File: config.mk
export PLATFORM = sky130hd
export DESIGN_NAME = pixel_lsb_byte_embedder
export DESIGN_NICKNAME = d
export VERILOG_FILES = /design/src/rtl/core/plbe_pkg.sv /design/src/rtl/core/pixel_lsb_byte_embedder.sv
export SDC_FILE = /design/constraint.sdc
export NUM_CORES = 1
export LEC_CHECK = 0
export ABC_AREA = 1
export BUFFER_PORTS_ARGS = -buffer_cell sky130_fd_sc_hd__buf_2
export CAP_MARGIN = 15
export CELL_PAD_IN_SITES_DETAIL_PLACEMENT = 1
export CELL_PAD_IN_SITES_GLOBAL_PLACEMENT = 1
export CORE_MARGIN = 2
export CORE_UTILIZATION = 44
export CTS_BUF_LIST = sky130_fd_sc_hd__clkbuf_8
export DETAILED_ROUTE_END_ITERATION = 8
export GPL_TIMING_DRIVEN = 0
export HOLD_SLACK_MARGIN = 0.08
export PLACE_DENSITY_LB_ADDON = 0.1
export RECOVER_POWER = 100
export SYNTH_ARGS = -nofsm -noshare
export SYNTH_HDL_FRONTEND = slang
export SYNTH_SLANG_ARGS = --single-unit
File: constraint.sdc
create_clock -name clk -period 3.72 [get_ports clk]
set_input_delay 0.186 -clock clk [delete_from_list [all_inputs] [get_ports clk]]
set_output_delay 0.186 -clock clk [all_outputs]
set_load 0.005 [all_outputs]
File: src/rtl/core/plbe_pkg.sv
// Package with the transaction types, register map and constants of the pixel LSB byte embedder.
package plbe_pkg;

	localparam int HEADER_BYTES = 8;
	localparam int HPOS_W       = $clog2(HEADER_BYTES + 1);
	localparam int LEN_W        = 64;
	localparam int DATA_W       = 64;
	localparam int ADDR_W       = 4;

	localparam logic REG_MODE   = 1'b0;
	localparam logic REG_LENGTH = 1'b1;

	localparam logic MODE_EXTRACT = 1'b0;
	localparam logic MODE_EMBED   = 1'b1;

	localparam logic [7:0] KEEP_RB = 8'hF8;
	localparam logic [7:0] KEEP_G  = 8'hFC;

	typedef struct packed {
		logic       frame_start;
		logic [7:0] red;
		logic [7:0] green;
		logic [7:0] blue;
		logic [7:0] data_byte;
	} pixel_t;

	typedef struct packed {
		logic [7:0] out_red;
		logic [7:0] out_green;
		logic [7:0] out_blue;
		logic [7:0] out_byte;
		logic       byte_flag;
		logic       done_res;
	} result_t;

endpackage

File: src/rtl/core/pixel_lsb_byte_embedder.sv
// Top level of the pixel LSB byte embedder: register port, embed and extract datapath.
// A pixel's result is registered: it is valid just after the clock edge that accepts the pixel.
// Throughput: one pixel per cycle unless a held result waits; taking it frees the register.
// Frame state (header count, length, byte count, done flag) is updated as each pixel is accepted.
// Reset clears the mode and length registers, the frame state and the result valid flag.
// After reset the first pixel is handled as the first header pixel of a fresh frame.
module pixel_lsb_byte_embedder (
	input  logic                          clk,
	input  logic                          arst_n,
	input  logic                          psel,
	input  logic                          penable,
	input  logic                          pwrite,
	input  logic [plbe_pkg::ADDR_W-1:0]   paddr,
	input  logic [plbe_pkg::DATA_W-1:0]   pwdata,
	output logic [plbe_pkg::DATA_W-1:0]   prdata,
	output logic                          pready,
	input  logic                          pixel_valid,
	output logic                          pixel_ready,
	input  plbe_pkg::pixel_t              pixel,
	output logic                          result_valid,
	input  logic                          result_ready,
	output plbe_pkg::result_t             result
);
	import plbe_pkg::*;

	logic                mode_q;
	logic [LEN_W-1:0]    length_q;
	logic [HPOS_W-1:0]   hpos_q;
	logic [LEN_W-1:0]    lshift_q;
	logic [LEN_W-1:0]    bytes_done_q;
	logic                finished_q;
	logic                result_valid_q;
	result_t             result_q;

	logic                wr_en;
	logic                take;
	logic [HPOS_W-1:0]   hpos_cur;
	logic [LEN_W-1:0]    lshift_cur;
	logic [LEN_W-1:0]    bytes_done_cur;
	logic                finished_cur;
	logic [HPOS_W-1:0]   hpos_nxt;
	logic [LEN_W-1:0]    lshift_nxt;
	logic [LEN_W-1:0]    bytes_done_nxt;
	logic                finished_nxt;
	logic [LEN_W-1:0]    bytes_inc;
	logic [7:0]          got;
	logic [7:0]          carried;
	logic [7:0]          len_byte;
	logic [2:0]          byte_sel;
	logic                in_header;
	result_t             res_nxt;

	assign pready = 1'b1;
	assign wr_en  = psel && penable && pwrite && pready;

	always_comb begin
		case (paddr[3])
			REG_MODE:   prdata = {{(DATA_W-1){1'b0}}, mode_q};
			REG_LENGTH: prdata = length_q;
			default:    prdata = '0;
		endcase
	end

	always_ff @(posedge clk or negedge arst_n) begin
		if (!arst_n) begin
			mode_q   <= MODE_EXTRACT;
			length_q <= '0;
		end else if (wr_en) begin
			case (paddr[3])
				REG_MODE:   mode_q   <= pwdata[0];
				REG_LENGTH: length_q <= pwdata;
				default:    ;
			endcase
		end
	end

	assign pixel_ready  = !result_valid_q || result_ready;
	assign take         = pixel_valid && pixel_ready;
	assign result_valid = result_valid_q;
	assign result       = result_q;

	always_comb begin
		if (pixel.frame_start) begin
			hpos_cur       = '0;
			lshift_cur     = '0;
			bytes_done_cur = '0;
			finished_cur   = 1'b0;
		end else begin
			hpos_cur       = hpos_q;
			lshift_cur     = lshift_q;
			bytes_done_cur = bytes_done_q;
			finished_cur   = finished_q;
		end

		got       = {pixel.red[2:0], pixel.green[1:0], pixel.blue[2:0]};
		byte_sel  = 3'(HEADER_BYTES - 1 - int'(hpos_cur));
		len_byte  = length_q[8*byte_sel +: 8];
		in_header = hpos_cur < HPOS_W'(HEADER_BYTES);
		bytes_inc = bytes_done_cur + LEN_W'(1);

		if (mode_q == MODE_EMBED) begin
			carried = in_header ? len_byte : pixel.data_byte;
		end else begin
			carried = got;
		end

		hpos_nxt       = hpos_cur;
		lshift_nxt     = lshift_cur;
		bytes_done_nxt = bytes_done_cur;
		finished_nxt   = finished_cur;

		res_nxt.out_red   = pixel.red;
		res_nxt.out_green = pixel.green;
		res_nxt.out_blue  = pixel.blue;
		res_nxt.out_byte  = '0;
		res_nxt.byte_flag = 1'b0;

		if (!finished_cur) begin
			if (in_header) begin
				lshift_nxt = {lshift_cur[LEN_W-9:0], carried};
				hpos_nxt   = hpos_cur + HPOS_W'(1);
				if (hpos_nxt == HPOS_W'(HEADER_BYTES) && lshift_nxt == '0) begin
					finished_nxt = 1'b1;
				end
			end else begin
				res_nxt.byte_flag = 1'b1;
				bytes_done_nxt    = bytes_inc;
				if (bytes_inc >= lshift_cur) begin
					finished_nxt = 1'b1;
				end
			end

			if (mode_q == MODE_EMBED) begin
				res_nxt.out_red   = (pixel.red & KEEP_RB) | {5'd0, carried[7:5]};
				res_nxt.out_green = (pixel.green & KEEP_G) | {6'd0, carried[4:3]};
				res_nxt.out_blue  = (pixel.blue & KEEP_RB) | {5'd0, carried[2:0]};
			end else begin
				res_nxt.out_byte = got;
			end
		end

		res_nxt.done_res = finished_nxt;
	end

	always_ff @(posedge clk or negedge arst_n) begin
		if (!arst_n) begin
			hpos_q         <= '0;
			lshift_q       <= '0;
			bytes_done_q   <= '0;
			finished_q     <= 1'b0;
			result_valid_q <= 1'b0;
		end else begin
			if (take) begin
				hpos_q         <= hpos_nxt;
				lshift_q       <= lshift_nxt;
				bytes_done_q   <= bytes_done_nxt;
				finished_q     <= finished_nxt;
				result_valid_q <= 1'b1;
			end else if (result_ready) begin
				result_valid_q <= 1'b0;
			end
		end
	end

	always_ff @(posedge clk) begin
		if (take) begin
			result_q <= res_nxt;
		end
	end

endmodule

### After elaboration in Yosys (flattened, before gate mapping)

Index checks and enable logic that the tools add are counted.

| storage, ports and cells | value |
|---|---|
| register bits | 233 |
| input port bits | 108 |
| logic and storage cells | 58 |

| operators by class | value |
|---|---|
| reduce and logical (&&, ||, !) cells | 11 |
| magnitude comparators | 2 |
| eq/ne operators | 1 |
| add/subtract/negate cells | 3 |
| shift-type cells | 1 |
| mux-type cells | 23 |
| bitwise operators | 4 |

Operators by type and width:

| operator | count |
|---|---|
| two-way mux 64 bit | 6 |
| case mux 64 bit (2 select lines) | 1 |
| adder 64 x 1 -> 64 bit, second input constant | 1 |
| greater-or-equal comparator 64 bit | 1 |
| logical NOT 64 bit | 1 |
| variable part select 64 x 7 -> 8 bit | 1 |
| two-way mux 33 bit | 1 |
| two-way mux 24 bit | 1 |
| two-way mux 8 bit | 3 |
| OR 8 x 3 -> 8 bit | 2 |
| two-way mux 4 bit | 3 |
| two-way mux 1 bit | 8 |
| OR 8 x 2 -> 8 bit | 1 |
| adder 4 x 1 -> 4 bit, second input constant | 1 |
| equality test 4 bit, second input constant | 1 |
| logical AND 1 bit | 4 |
| < comparator 4 bit, second input constant | 1 |
| AND reduction 2 bit | 2 |
| subtractor 3 bit, first input constant | 1 |
| nonzero test 2 bit | 1 |
| OR reduction 2 bit | 1 |
| logical NOT 1 bit | 1 |
| logical OR 1 bit | 1 |
| inverter 1 bit | 1 |

### Longest topological paths before layout

Gate-level depths: netlist of the first run.

| logic depth | value |
|---|---|
| depth after elaboration | 10 |
| depth in mapped cells | 28 |
| gate-level depth less buffers | 27 |

### Worst setup path before layout of the first run

No wires, ideal clock.

| timing | value |
|---|---|
| path type | input to register |
| from | input port pixel[32] (netlist name) |
| to | register finished_q |
| setup slack | 0.135 ns |
| path buffers | 3 |
| data arrival time | 3.516 ns |
| library setup time | 0.070 ns |
| required time | 3.650 ns |
| cell stages on the path | 26 |
| path through | buf_2 > buf_1 > buf_2 > nor2_1 > ha_1 > inv_1 > nor2_1 > nand4_1 > nor2_1 > nand4_1 > nor2_2 > nand2_1 > nor2_1 > xor2_1 > inv_1 > ha_1 > nand4_1 > nor3_1 > nand3b_1 > nor2_1 > nand4_1 > nand3_1 > nand2_1 > nand3_1 > nand2_1 > nand2_1 |

| on the way | value |
|---|---|
| cells in the longest elaborated chain, start to end | 10 |
| elaborated cells on any way between the ends | 19 |

RTL lines:

| element | line | RTL |
|---|---|---|
| start, declared | pixel_lsb_byte_embedder.sv:19 | `input plbe_pkg::pixel_t pixel,` |
| branches (longest 9 deep; another with adder 64 x 1 -> 64 bit) | -- |  |
| two-way mux 1 bit (*) | pixel_lsb_byte_embedder.sv:118 | `if (!finished_cur) begin` |
| net finished_nxt | pixel_lsb_byte_embedder.sv:44 | `logic finished_nxt;` |
| end signal, assigned | pixel_lsb_byte_embedder.sv:157 | `finished_q <= finished_nxt;` |
| end, declared | pixel_lsb_byte_embedder.sv:31 | `logic finished_q;` |

Mark *: on every way through the listed nets, which the timed path passes.
A chain may end at the register's enable or synchronous reset.

### Worst setup path in the final report of the first run

| timing | value |
|---|---|
| from | register bytes_done_q[18] |
| to | register finished_q |

| on the way | value |
|---|---|
| cells in the longest elaborated chain, start to end | 6 |

RTL lines:

| element | line | RTL |
|---|---|---|
| start, declared | pixel_lsb_byte_embedder.sv:30 | `logic [LEN_W-1:0] bytes_done_q;` |
| start signal, assigned | pixel_lsb_byte_embedder.sv:156 | `bytes_done_q <= bytes_done_nxt;` |
| two-way mux 64 bit | pixel_lsb_byte_embedder.sv:83 | `if (pixel.frame_start) begin` |
| adder 64 x 1 -> 64 bit | pixel_lsb_byte_embedder.sv:99 | `bytes_inc = bytes_done_cur + LEN_W'(1);` |
| greater-or-equal comparator 64 bit | pixel_lsb_byte_embedder.sv:128 | `if (bytes_inc >= lshift_cur) begin` |
| two-way mux 1 bit | pixel_lsb_byte_embedder.sv:128 |  |
| two-way mux 1 bit | pixel_lsb_byte_embedder.sv:119 | `if (in_header) begin` |
| two-way mux 1 bit | pixel_lsb_byte_embedder.sv:118 |  |
| net finished_nxt | pixel_lsb_byte_embedder.sv:44 |  |

The timed path passes the listed nets, and every way through them passes these cells.

==> flow_summary.yaml, run 1 <==
sta:
  layout_min_cycle_time_ns: 3.80
  layout_setup_ws_ns: -0.0757
  clock.fmax_ghz: 0.263
  worstMarginPinSlew_ns: 3.06
  post-route-period-util_pct: 102
  grt_setup_unrepaired: "yes"
  slew_violations: 61
  setup_violations: 2
  hold_viol: 0
  tns_ns: -0.143
  slew_headroom_pct: -104
  skew_ns: 0.0344
yosys:
  yosys.area.top_type_share_pct: 32.7
  syn-num-nets: 2273
  synth_area_per_cell_sq_um: 7.26
  netlist_top_cells_area: "dfrtp_1 (33%), nand2_1 (15%), inv_1 (7.5%)"
  yosysMostFrequentCell: "nand2_1"
  synth-seq-area-share_pct: 39.4
  syn-instance-count: 2098
  synth_seq_cells: 233
  synth_common_cells: "nand2_1 (623), inv_1 (303), nor2_1 (226)"
  yosysTopAreaCell: "dfrtp_1"
  synthArstFlopShare_pct: 85.4
  synth_edf_count: 34
  syn_area_sq_um: 15200
  ys.flop_type: "dfrtp_1"
  yosys_warnings: 0
  synth.distinct_cells: 40
placed_design:
  detailed_place_hpwl_um: 45200
  dp_cells: 2760
  place_congestion: 0.962
  numPortBuffers: 204
  post_dp_cell_area_sq_um: 16900
critical_path:
  cp_slowest_cell: "nor2_1"
  critPathMaxFanout: 5
  cp.required_ns: 4.28
  r2r_slack_ns: -0.08
  end_kind: "register"
  cp_slowest_stage_delay_ns: 0.40
  arrival_ns: 4.35
  critical_path_class: "reg -> reg"
  startpoint_type: "register"
  critPathBufInv: 2
  path_delay_family: "simple AND/OR/NAND/NOR gates"
  crit_path_cell_trace: "inv_1 > nor2_2 > nand2_1 > nor2_1 > nand4_1 > nor2_2 > nand2_2 > nor2_2 > xor2_1 > inv_1 > ha_4 > nand4_1 > nor3_4 > nand3b_1 > nor2_2 > nand4_1 > nand3_1 > nand2_1 > nand3_2 > nand2_1 > nand2_1"
pwr:
  clkPwrFrac_pct: 32.7
  power_uw: 7860
  cellPowerDensity_nw_per_um2: 411
  p_int_uw: 4970
  switchingPower_uw: 2890
  p_comb_share_pct: 26.5
  swShare_pct: 36.8
  p_leak_uw: 0.00963
  pwr-share-seq_pct: 40.8
  ir_drop_v: 0.000299
run_status:
  status: "complete, but fails checks"
  violations: "capacitance limit, slew limit, setup timing"
grt:
  busiest_layer: "met2"
  grt_pass1_vias: 16900
  grt_use_met3_pct: 5.53
  use_met2_pct: 59.8
  use_met1_pct: 46.5
  grt_max_degree: 76
  grt_use_total_pct: 35.6
  grt_overflow: 0
  grt_pass1_wl_um: 98100
  antenna_found_initial: 1
route:
  drtIter0Drc: 1294
  wl_um: 63800
  detail-route-antenna-nets: 0
  dr_total_vias: 16000
  routedWlPerCell_um: 21.6
  drt-pass1-iter-count: 5
  drc: 0
  via_per_inst: 5.42
floorplanning:
  core_sq_um: 34300
  die_area_sq_um: 36100
  die_x_um: 190
  initial_utilization_pct: 44.4
  rows: 68
  pin_count: 209
  die_h_um: 190
cells_and_area:
  drive_above_1_share_pct: 15.7
  stdcell_count: 2960
  fin_area_sq_um: 19100
  nets: 2645
  syn2layout_area_growth_pct: 25.5
cts:
  numCtsBuffers: 45
  cts_tree: "done"
  clk_latency_ns: 0.64
  cts.sinks: 233
  cts.path.max_buffers: 3
  cts_root_buf: "clkbuf_8"
  clkTransAtPathRegs_ns: 0.06
  htreeDepth: 2
job:
  max_cap_viol_count: 1
min_path:
  hold_path.class: "in -> reg"
==> cell type report <==
type | instances | area, sq um
Fill cell | 4487 | 15200
Multi-Input combinational cell | 1479 | 8030
Sequential cell | 233 | 6000
Timing Repair Buffer | 326 | 2160
Inverter | 312 | 1170
Clock buffer | 54 | 743
Tap cell | 455 | 569
Buffer | 73 | 328
Clock inverter | 27 | 120
Antenna cell | 1 | 2.50
==> power groups by stage <==
stage               clock (uW)  combinational, uW  sequential (uW)
CTS                       2560               2030             3180
global placement             0               1810             3210
finish                    2570               2090             3210
global route              2710               2300             3230
floorplan                    0               1130             3140
detailed placement           0               1900             3220
==> layout by cell type (no fill, tap or decap), types with 5 or more instances in the layout <==
cell / instances
buf_2: 153
and2_1: 8
inv_2: 11
a21oi_1: 61
edfxtp_1: 34
ha_1: 63
nand2_1: 618
nand2_2: 14
xor2_1: 65
clkinv_2: 5
xnor2_1: 32
clkbuf_1: 111
nand3_1: 124
nand3b_1: 5
inv_1: 318
buf_4: 28
clkbuf_8: 54
nor3_2: 11
nand4_1: 21
dlygate4sd3_1: 95
dfrtp_1: 199
nor2_2: 25
nor2_4: 12
o21ai_0: 98
nand3_2: 8
nor3_1: 22
nor2_1: 213
mux2_2: 30
==> cells by family after synthesis <==
| logic type | synth area share, % |
|---|---|
| simple gates | 30.9 |
| xor+xnor | 6.03 |
| compound gates | 5.80 |
| mux | 2.51 |
| buf+inv | 9.84 |
| fa+ha+maj | 5.50 |
| flops | 39.4 |
| other cells | 0.0246 |
==> through the flow <==
stage	util (%)	worst slack [ns]	hold WS (ns)
after floorplan	-	0.135	-0.110
after global placement	49.1	-1.95	0.363
after detailed placement	49.3	-1.91	0.164
after CTS	55.2	-0.142	0.0938
after global routing	55.8	-0.242	0.157
final	55.8	-0.0757	0.117
==> worst register-to-register path: cells and delay by family (launching register included) <==
family | cells | cell delay, ns
AND/OR/NAND/NOR | 17 | 2.73
adder cells (fa/ha/maj) | 1 | 0.28
buffers and inverters | 2 | 0.17
flip-flops | 1 | 0.34
XOR/XNOR | 1 | 0.21
==> routing by layer <==
| layer | vias up | share of wire (%) |
|---|---|---|
| met4 | 0 | 3.4 |
| met5 | - | 0 |
| li1 | 7280 | - |
| met3 | 159 | 6.5 |
| met2 | 619 | 48 |
| met1 | 7982 | 42 |
==> state kept, by name, summed over array words and instances, names as in the netlist <==
| signal | flops |
|---|---|
| length_q | 64 |
| mode_q | 1 |
| result | 34 |
| hpos_q | 4 |
| result_valid | 1 |
| finished_q | 1 |
| bytes_done_q | 64 |
| lshift_q | 64 |
==> final timing paths <==
check,start,end,depth (start not counted)
max,bytes_done_q[18],finished_q,21
min,pixel[5],lshift_q[5],7
max reg2reg,bytes_done_q[18],finished_q,21
min reg2reg,lshift_q[23],lshift_q[23],2
max in group asynchronous,arst_n,bytes_done_q[38],4
min in group asynchronous,arst_n,lshift_q[23],2
==> timing repair <==
action,in CTS,in global routing
pin swaps,18,28
setup endpoints to repair,2,2
resized for setup,28,40
buffers inserted,10,14
hold endpoints to repair,230,0
hold buffers,95,0
(Power assumes the default switching activity.)
==> run 2: changes to the inputs <==
- BUFFER_PORTS_ARGS: -buffer_cell sky130_fd_sc_hd__buf_2 -> unset
- CORE_UTILIZATION: 44 -> 48
- DONT_BUFFER_PORTS: unset -> 1
==> flow_summary.yaml, run 2 (synthesis results as in run 1) <==
run_status:
  status: "complete, but fails checks"
  violations: "hold timing, setup timing"
route:
  drt-pass1-iter-count: 5
  drtIter0Drc: 1601
  wl_um: 65000
  drc: 0
  via_per_inst: 5.77
  dr_total_vias: 15700
  detail-route-antenna-nets: 0
  routedWlPerCell_um: 23.9
sta:
  grt_setup_unrepaired: "yes"
  hold_viol: 199
  layout_setup_ws_ns: -0.0972
  post-route-period-util_pct: 103
  layout_min_cycle_time_ns: 3.82
  slew_headroom_pct: 38.6
  holdWs_ns: -0.763
  skew_ns: 0.0433
  clock.fmax_ghz: 0.262
  worstMarginPinSlew_ns: 0.921
  setup_violations: 2
  slew_violations: 0
cts:
  cts_root_buf: "clkbuf_8"
  htreeDepth: 2
  clk_latency_ns: 0.65
  cts.path.max_buffers: 3
  numCtsBuffers: 45
  clkTransAtPathRegs_ns: 0.08
  cts_tree: "done"
  cts.sinks: 233
  ctsHoldBuffers: 104
placed_design:
  detailed_place_hpwl_um: 43300
  numPortBuffers: 0
  place_congestion: 0.959
  post_dp_cell_area_sq_um: 15800
cells_and_area:
  final_cell_mix: "nand2_1 (611), inv_1 (310), nor2_1 (207), dfrtp_1 (198), nand3_1 (122)"
  layout_commonest_cell: "nand2_1"
  fin_area_sq_um: 18300
  drive_above_1_share_pct: 12.1
  syn2layout_area_growth_pct: 20.4
  largest_registers: "bytes_done_q (64), length_q (64), lshift_q (64)"
  final_util_pct: 58.4
  nets: 2460
min_path:
  hold_path.class: "in -> async"
floorplanning:
  die_h_um: 182
  initial_utilization_pct: 48.5
  die_area_sq_um: 33200
  rows: 65
  core_sq_um: 31400
  die_x_um: 182
  pin_count: 209
grt:
  antenna_found_initial: 4
  grt_use_total_pct: 38.2
  grt_pass1_wl_um: 95700
  grt_max_degree: 200
  grt_pass1_vias: 16300
  grt_overflow: 0
critical_path:
  cp_slowest_cell: "dlygate4sd3_1"
  cp.required_ns: 4.28
  end_kind: "register"
  cp_slowest_stage_delay_ns: 0.62
  critical_path_class: "in -> reg"
  arrival_ns: 4.38
  r2r_cells: 24
  startpoint_type: "input port"
  critPathMaxFanout: 10
pwr:
  swShare_pct: 37.3
  power_uw: 7970
  p_int_uw: 4990
  clkPwrFrac_pct: 34.3
  p_leak_uw: 0.00908
  ir_drop_v: 0.000298
  switchingPower_uw: 2980
  p_comb_share_pct: 25.1
  cellPowerDensity_nw_per_um2: 434
  pwr-share-seq_pct: 40.7
job:
  max_cap_viol_count: 0
-- run 2: changes by cell type in the layout (fill, tap and decap cells not counted), sizes merged --
cell,previous run,this run
dlygate4sd3,95,104
clkdlybuf4s25,1,0
buf,190,55
bufinv,0,2
clkbuf,167,107
clkinv,7,10
inv,332,326
clkinvlp,0,1
diode,1,4
-- run 2: timing repair --
action,4_1_cts,5_1_grt
hold endpoints to repair,307,199
pin swaps,22,31
gates resized for setup,28,61
buffers inserted,12,24
endpoints found under the setup margin,2,2
gates cloned,0,0
-- run 2: routing by layer --
layer	GRT usage, %	up-vias	routed length (um)
met4	16.3	0	3390
met1	49.1	7814	26300
li1	-	6912	-
met2	63.2	770	30400
met3	7.18	222	4860
met5	0	-	0
-- run 2: cell type report --
cell class / count / area (sq um)
fill: 3978 / 13100
multi-input combinational: 1479 / 8090
sequential: 233 / 6000
timing repair buffer: 141 / 1340
inverter: 312 / 1180
clock buffer: 52 / 716
tap: 402 / 503
buffer: 73 / 329
clock inverter: 27 / 178
antenna: 4 / 10.0
-- run 2: per-stage QoR --
step,TNS [ns],setup WS (ns),std cells
final,-0.162,-0.0972,2723
after global routing,-0.384,-0.214,2723
after CTS,-0.108,-0.0714,2696
after detailed placement,-3.63,-1.80,2501
after global placement,-11.98,-1.74,2500
after floorplan,0,0.135,2098
-- run 2: final timing paths --
check,from,endpoint,slack [ns]
setup / recovery,pixel[32],finished_q,-0.1
setup reg to reg,bytes_done_q[0],finished_q,-0.07
max in group asynchronous,arst_n,length_q[39],3.94
hold reg to reg,lshift_q[24],lshift_q[24],0.48
hold / removal,arst_n,length_q[60],-0.76
min in group clk,pixel[14],result[16],0.15
-- run 2: power by group through the flow --
| stage | Sequential [uW] | Clock [uW] | Combinational, uW |
|---|---|---|---|
| after detailed placement | 3240 | 0 | 1650 |
| after global placement | 3220 | 0 | 1580 |
| final | 3240 | 2730 | 2000 |
| after global routing | 3260 | 2850 | 2160 |
| after CTS | 3200 | 2690 | 1800 |
| after floorplan | 3140 | 0 | 1130 |
-- run 2: worst max-delay path: cells and delay by family --
kind	cells	cell delay (ns)
and+or+nand+nor	18	2.45
buffers and inverters	6	1.08
adders and majority gates	2	0.43
xor gates and xnor gates	1	0.22
